<file path="src/hdl/ibma_pkg.sv">
`default_nettype none
// ----------------------------------------------------------------------------
// ibma_pkg
// Shared types, codes and defaults of the id bitmap allocator.
// ----------------------------------------------------------------------------
package ibma_pkg;

  localparam int DEF_NUM_IDS   = 4096;
  localparam int DEF_WORD_BITS = 32;

  localparam int ID_W     = 16;
  localparam int STATUS_W = 2;
  localparam int IN_TDATA_W  = 16;
  localparam int OUT_TDATA_W = 24;

  localparam logic [ID_W-1:0] BASE_ID_RESET = 16'd300;

  typedef enum logic {
    OP_ALLOC   = 1'b0,
    OP_RELEASE = 1'b1
  } opcode_t;

  typedef enum logic [STATUS_W-1:0] {
    STAT_OK       = 2'd0,
    STAT_FULL     = 2'd1,
    STAT_WAS_FREE = 2'd2,
    STAT_RANGE    = 2'd3
  } status_t;

  typedef enum logic [3:0] {
    S_CLEAR,
    S_IDLE,
    S_ALLOC,
    S_REL_IDX,
    S_REL_DIV,
    S_REL_RD,
    S_REL_CHK,
    S_RESP
  } state_t;

  typedef enum logic [2:0] {
    RES_NONE,
    RES_ALLOC,
    RES_FULL,
    RES_RANGE,
    RES_REL
  } res_sel_t;

  typedef struct packed {
    logic     load_in;
    logic     scan_start;
    logic     scan_run;
    logic     clear_run;
    logic     idx_load;
    logic     div_load;
    logic     rel_rd;
    logic     wr_alloc;
    logic     wr_rel;
    res_sel_t res_sel;
    logic     out_load;
  } cmd_t;

  typedef struct packed {
    logic clr_last;
    logic found;
    logic scan_full;
    logic in_range;
    logic bit_set;
  } sts_t;

endpackage
`default_nettype wire

</file>
<file path="src/hdl/ibma_ctrl.sv">
`default_nettype none
// ----------------------------------------------------------------------------
// ibma_ctrl
// Controller: clearing pass, request sequencing and output handshake.
// ----------------------------------------------------------------------------
module ibma_ctrl (
  input  wire logic           clk,
  input  wire logic           rst_n,
  input  wire logic           in_tvalid,
  input  wire logic           in_opcode,
  output logic                in_tready,
  output logic                out_tvalid,
  input  wire logic           out_tready,
  input  wire ibma_pkg::sts_t sts,
  output ibma_pkg::cmd_t      cmd
);
  import ibma_pkg::*;

  state_t state_r, state_nxt;
  logic   out_valid_r, out_valid_nxt;
  logic   accept;
  logic   out_free;

  assign accept   = in_tvalid && (state_r == S_IDLE);
  assign out_free = !out_valid_r || out_tready;

  always_comb begin
    state_nxt = state_r;
    unique case (state_r)
      S_CLEAR: begin
        if (sts.clr_last) begin
          state_nxt = S_IDLE;
        end
      end
      S_IDLE: begin
        if (in_tvalid) begin
          state_nxt = (opcode_t'(in_opcode) == OP_RELEASE) ? S_REL_IDX : S_ALLOC;
        end
      end
      S_ALLOC: begin
        if (sts.found || sts.scan_full) begin
          state_nxt = S_RESP;
        end
      end
      S_REL_IDX: state_nxt = S_REL_DIV;
      S_REL_DIV: state_nxt = S_REL_RD;
      S_REL_RD: begin
        state_nxt = sts.in_range ? S_REL_CHK : S_RESP;
      end
      S_REL_CHK: state_nxt = S_RESP;
      S_RESP: begin
        if (out_free) begin
          state_nxt = S_IDLE;
        end
      end
      default: state_nxt = S_CLEAR;
    endcase
  end

  always_comb begin
    cmd           = '0;
    cmd.res_sel   = RES_NONE;
    in_tready     = 1'b0;
    unique case (state_r)
      S_CLEAR: cmd.clear_run = 1'b1;
      S_IDLE: begin
        in_tready      = 1'b1;
        cmd.load_in    = accept;
        cmd.scan_start = accept;
      end
      S_ALLOC: begin
        cmd.scan_run = 1'b1;
        if (sts.found) begin
          cmd.wr_alloc = 1'b1;
          cmd.res_sel  = RES_ALLOC;
        end else if (sts.scan_full) begin
          cmd.res_sel  = RES_FULL;
        end
      end
      S_REL_IDX: cmd.idx_load = 1'b1;
      S_REL_DIV: cmd.div_load = 1'b1;
      S_REL_RD: begin
        if (sts.in_range) begin
          cmd.rel_rd  = 1'b1;
        end else begin
          cmd.res_sel = RES_RANGE;
        end
      end
      S_REL_CHK: begin
        cmd.res_sel = RES_REL;
        cmd.wr_rel  = sts.bit_set;
      end
      S_RESP: cmd.out_load = out_free;
      default: cmd = '0;
    endcase
  end

  always_comb begin
    out_valid_nxt = out_valid_r;
    if (cmd.out_load) begin
      out_valid_nxt = 1'b1;
    end else if (out_tready) begin
      out_valid_nxt = 1'b0;
    end
  end

  always_ff @(posedge clk) begin
    if (!rst_n) begin
      state_r     <= S_CLEAR;
      out_valid_r <= 1'b0;
    end else begin
      state_r     <= state_nxt;
      out_valid_r <= out_valid_nxt;
    end
  end

  assign out_tvalid = out_valid_r;

`ifndef NO_ASSERTIONS
  a_load_free: assert property (@(posedge clk) disable iff (!rst_n)
    cmd.out_load |-> (!out_valid_r || out_tready))
    else $error("output register overwritten while held");

  a_load_shows: assert property (@(posedge clk) disable iff (!rst_n)
    cmd.out_load |=> out_tvalid)
    else $error("loaded result not presented");
`endif

endmodule
`default_nettype wire

</file>
<file path="config.mk">
export PLATFORM = sky130hd
export DESIGN_NAME = ibma_ctrl
export DESIGN_NICKNAME = d
export VERILOG_FILES = /design/src/hdl/ibma_pkg.sv /design/src/hdl/ibma_ctrl.sv
export SDC_FILE = /design/constraint.sdc
export NUM_CORES = 1
export LEC_CHECK = 0
export ABC_AREA = 1
export BUFFER_PORTS_ARGS = -buffer_cell sky130_fd_sc_hd__buf_2
export CAP_MARGIN = 10
export CORE_AREA = 3 3 40 42
export DETAILED_ROUTE_END_ITERATION = 8
export DIE_AREA = 0 0 43 45
export SLEW_MARGIN = 20
export SYNTH_ARGS = -nofsm -noshare
export SYNTH_HDL_FRONTEND = slang
export SYNTH_SLANG_ARGS = --single-unit
</file>
<file path="constraint.sdc">
create_clock -name clk -period 2.5 [get_ports clk]
set_clock_uncertainty 0.15 [all_clocks]
set_input_delay 0.75 -clock clk [delete_from_list [all_inputs] [get_ports clk]]
set_output_delay 0.75 -clock clk [all_outputs]
set_load 0.005 [all_outputs]
</file>
# After elaboration in Yosys (flattened, before gate mapping)
# Index checks and enable logic that the tools add are counted.
# totals
ff_bits	5
input_bits	10
wordCells	45
# op_classes
eq_ne	11
n_reduce_logical	7
mux	25
# op_table
operator	n
$pmux 4 s8	1
$eq 4x3->1 const B	4
$mux 4	4
$mux 1	15
$pmux 3 s3	1
$eq 4x2->1 const B	2
$ne 2x2->1 const B	4
$mux 2	3
$eq 4x1->1 const B	1
$logic_not 4->1	1
$reduce_and 4->1	1
$mux 3	1
$logic_or 1x1->1	2
$reduce_bool 2->1	1
$logic_and 1x1->1	1
$logic_not 1->1	1

# Longest topological paths before layout
# logic_depth
word_depth	4
ltp_mapped	9

# Worst setup path before layout
# No wires, ideal clock.
# synth_path
kind	input port to output port
startpoint	input in_tvalid
endpoint	output cmd[12] (netlist bit)
slack_ns	0.512
required_ns	1.600
path_stages	3
arrival_ns	1.088
n_path_buf	1
path_cell_list	inv_1 > nor2_1 > buf_4
# synth_lines
item	line_no	text
start, declared	ibma_ctrl.sv:9	input wire logic in_tvalid,
end, declared	ibma_ctrl.sv:15	output ibma_pkg::cmd_t cmd

==> results.cfg <==
[floorplan]
initial_core_util = 0.361
pin_count = 25
die_area_sq_mm = 0.00194
dieWidth_um = 43
die_h_um = 45
rows = 13
fp.coreArea_sq_mm = 0.00128

[final_layout]
layout_common_cells = buf_2, nand2_1, inv_1
diodes = 0
nets = 115
mostFrequentLayoutCell = buf_2
syn2layout_area_growth_pct = 29.1
drive_above_1_share = 0.354
final_core_util = 0.466

[clock_network]
root_buffer = clkbuf_4
clock_latency_ns = 0.23
cts_num_sinks = 4
cts_resized = 0
cts_buffers = 3
cts-htree-levels = 1
cts_setup_buffers = 0
clockBufferDepth = 2
hold_buffers = 0
cts_tree = done
clkTransAtPathRegs_ns = 0.04

[yosys]
synth-edff-count = 0
synthArstFlopShare = 0
ys_seq_elements = 4
synth_cell_types = 19
netlist_area_sq_um = 464
avgSynthCellArea_sq_um = 6.19
synthCells = 75
synth_area_leaders = dfxtp_1, nand2_1, inv_1
synth_largest_area_cell = dfxtp_1
yosys.area.top_type_share = 0.173
ys.flop_type = dfxtp_1
syn_nets = 89
synth_warnings = 0
ys_seq_area_frac = 0.173

[timing]
min_period_ns = 2.29
tightest_slew_ns = 0.499
setup_viol = 0
hold_viol = 0
slew_headroom = 0.667
final.period_utilization = 0.914
slew_viol_final = 0
finalSetupTns_ns = 0
fmax_ghz = 0.437
rsz0062_at_grt = false

[global_routing]
grt_usage = 0.110
antenna_found_initial = 0
grt_pass1_vias = 430
grt_max_degree = 13
overflow = 0
grt_pass1_wl_um = 1610

[setup_path]
rrSetupSlack_ns = 0.91
arrival_ns = 1.39
start_kind = flip-flop
cp_max_fo = 5
cp-end-kind = output pin
crit_start = state_r[1]
worstPathRequired_ns = 1.60
crit_path_max_incr_delay_ns = 0.34
timing.rr.end = state_r[2]
reg2reg_from = state_r[0]
cp_slowest_cell = dfxtp_1
r2r.worst_path.cells = 9
crit_chain = inv_1 -> ha_1 -> nand3_1 -> o21ai_0 -> buf_2
endpoint = cmd[1]
critPathKind = reg2out

[detailed_routing]
wl_per_cell_um = 8.35
drc = 0
vias_per_cell = 4.28
detail-route-antenna-nets = 0
drtPass1Iterations = 4
routed_wl_um = 952
drt_first_iter_violations = 7
via_count = 488

[job]
maxCapViolations = 0

[placement]
portBuffers = 24
gp_congestion = 0.765
dpl.hpwl_um = 820

[power]
p_per_area_mw_per_mm2 = 865
leakagePower_uw = 0.000375
peakVddDrop_mv = 0.322

[worst_hold_path]
min-delay-start = state_r[0]
min_path_cells = 2
min_path_type = reg2reg

[outcome]
status = finished clean
## cells by family after synthesis
| family | share of synthesized area |
|---|---|
| fa+ha+maj | 0.108 |
| flops | 0.173 |
| simple gates | 0.437 |
| buf+inv | 0.213 |
| compound gates | 0.0701 |
## power breakdown
| group | switching (uW) | internal (uW) |
|---|---|---|
| combinational | 180 | 140 |
| sequential | 37.6 | 83.1 |
| clock | 23.7 | 53.5 |
## through the flow
step | setup slack, ns | hold WS, ns | area [sq um] | power, uW | std cells
floorplan | 0.512 | 0.344 | 464 | 369 | 75
global placement | 0.383 | 0.394 | 577 | 446 | 111
detailed placement | 0.342 | 0.395 | 577 | 446 | 111
CTS | 0.197 | 0.395 | 599 | 528 | 114
global route | 0.0946 | 0.436 | 599 | 581 | 114
finish | 0.214 | 0.397 | 599 | 518 | 114
## worst max-delay path, delay by kind of cell, from the launching register on
family          cells  cell delay, ns
simple gates        1            0.15
compound gates      1            0.11
flops               1            0.34
fa+ha+maj           1            0.30
buf+inv             2            0.26
## how the worst min path moves through the flow
stage | endpoint | slack (ns)
3_5_place_dp | state_r[0] | 0.39
3_3_place_gp | state_r[0] | 0.39
6_report | state_r[0] | 0.40
5_1_grt | state_r[0] | 0.44
2_1_floorplan | state_r[0] | 0.34
4_1_cts | state_r[0] | 0.39
## synthesized netlist by cell type, types with 2 or more instances
library cell  instances
ha_1                  4
nand3_4               2
inv_2                 2
dfxtp_1               4
a21oi_1               2
o21ai_0               2
nor2_1               13
nand2_1              16
nand3_1               5
inv_1                15
buf_4                 2
## state kept, by name, summed over array words and instances, names as in the netlist
signal,flops
out_tvalid,1
state_r,3
## per-layer routing
metal	global-route usage	share of wire	up-vias
met2	0.183	0.49	15
li1	-	-	271
met5	0	0	-
met3	0.0279	0.085	0
met4	0.0723	0	0
met1	0.125	0.43	202
## cell type report
cell class                      instances  area [sq um]
Inverter                               18          72.6
Multi-Input combinational cell         50           285
Fill cell                             144           686
Sequential cell                         4          80.1
Clock buffer                            3          22.5
Timing Repair Buffer                   24           120
Tap cell                               15          18.8
Power figures use the tool's default switching activity.
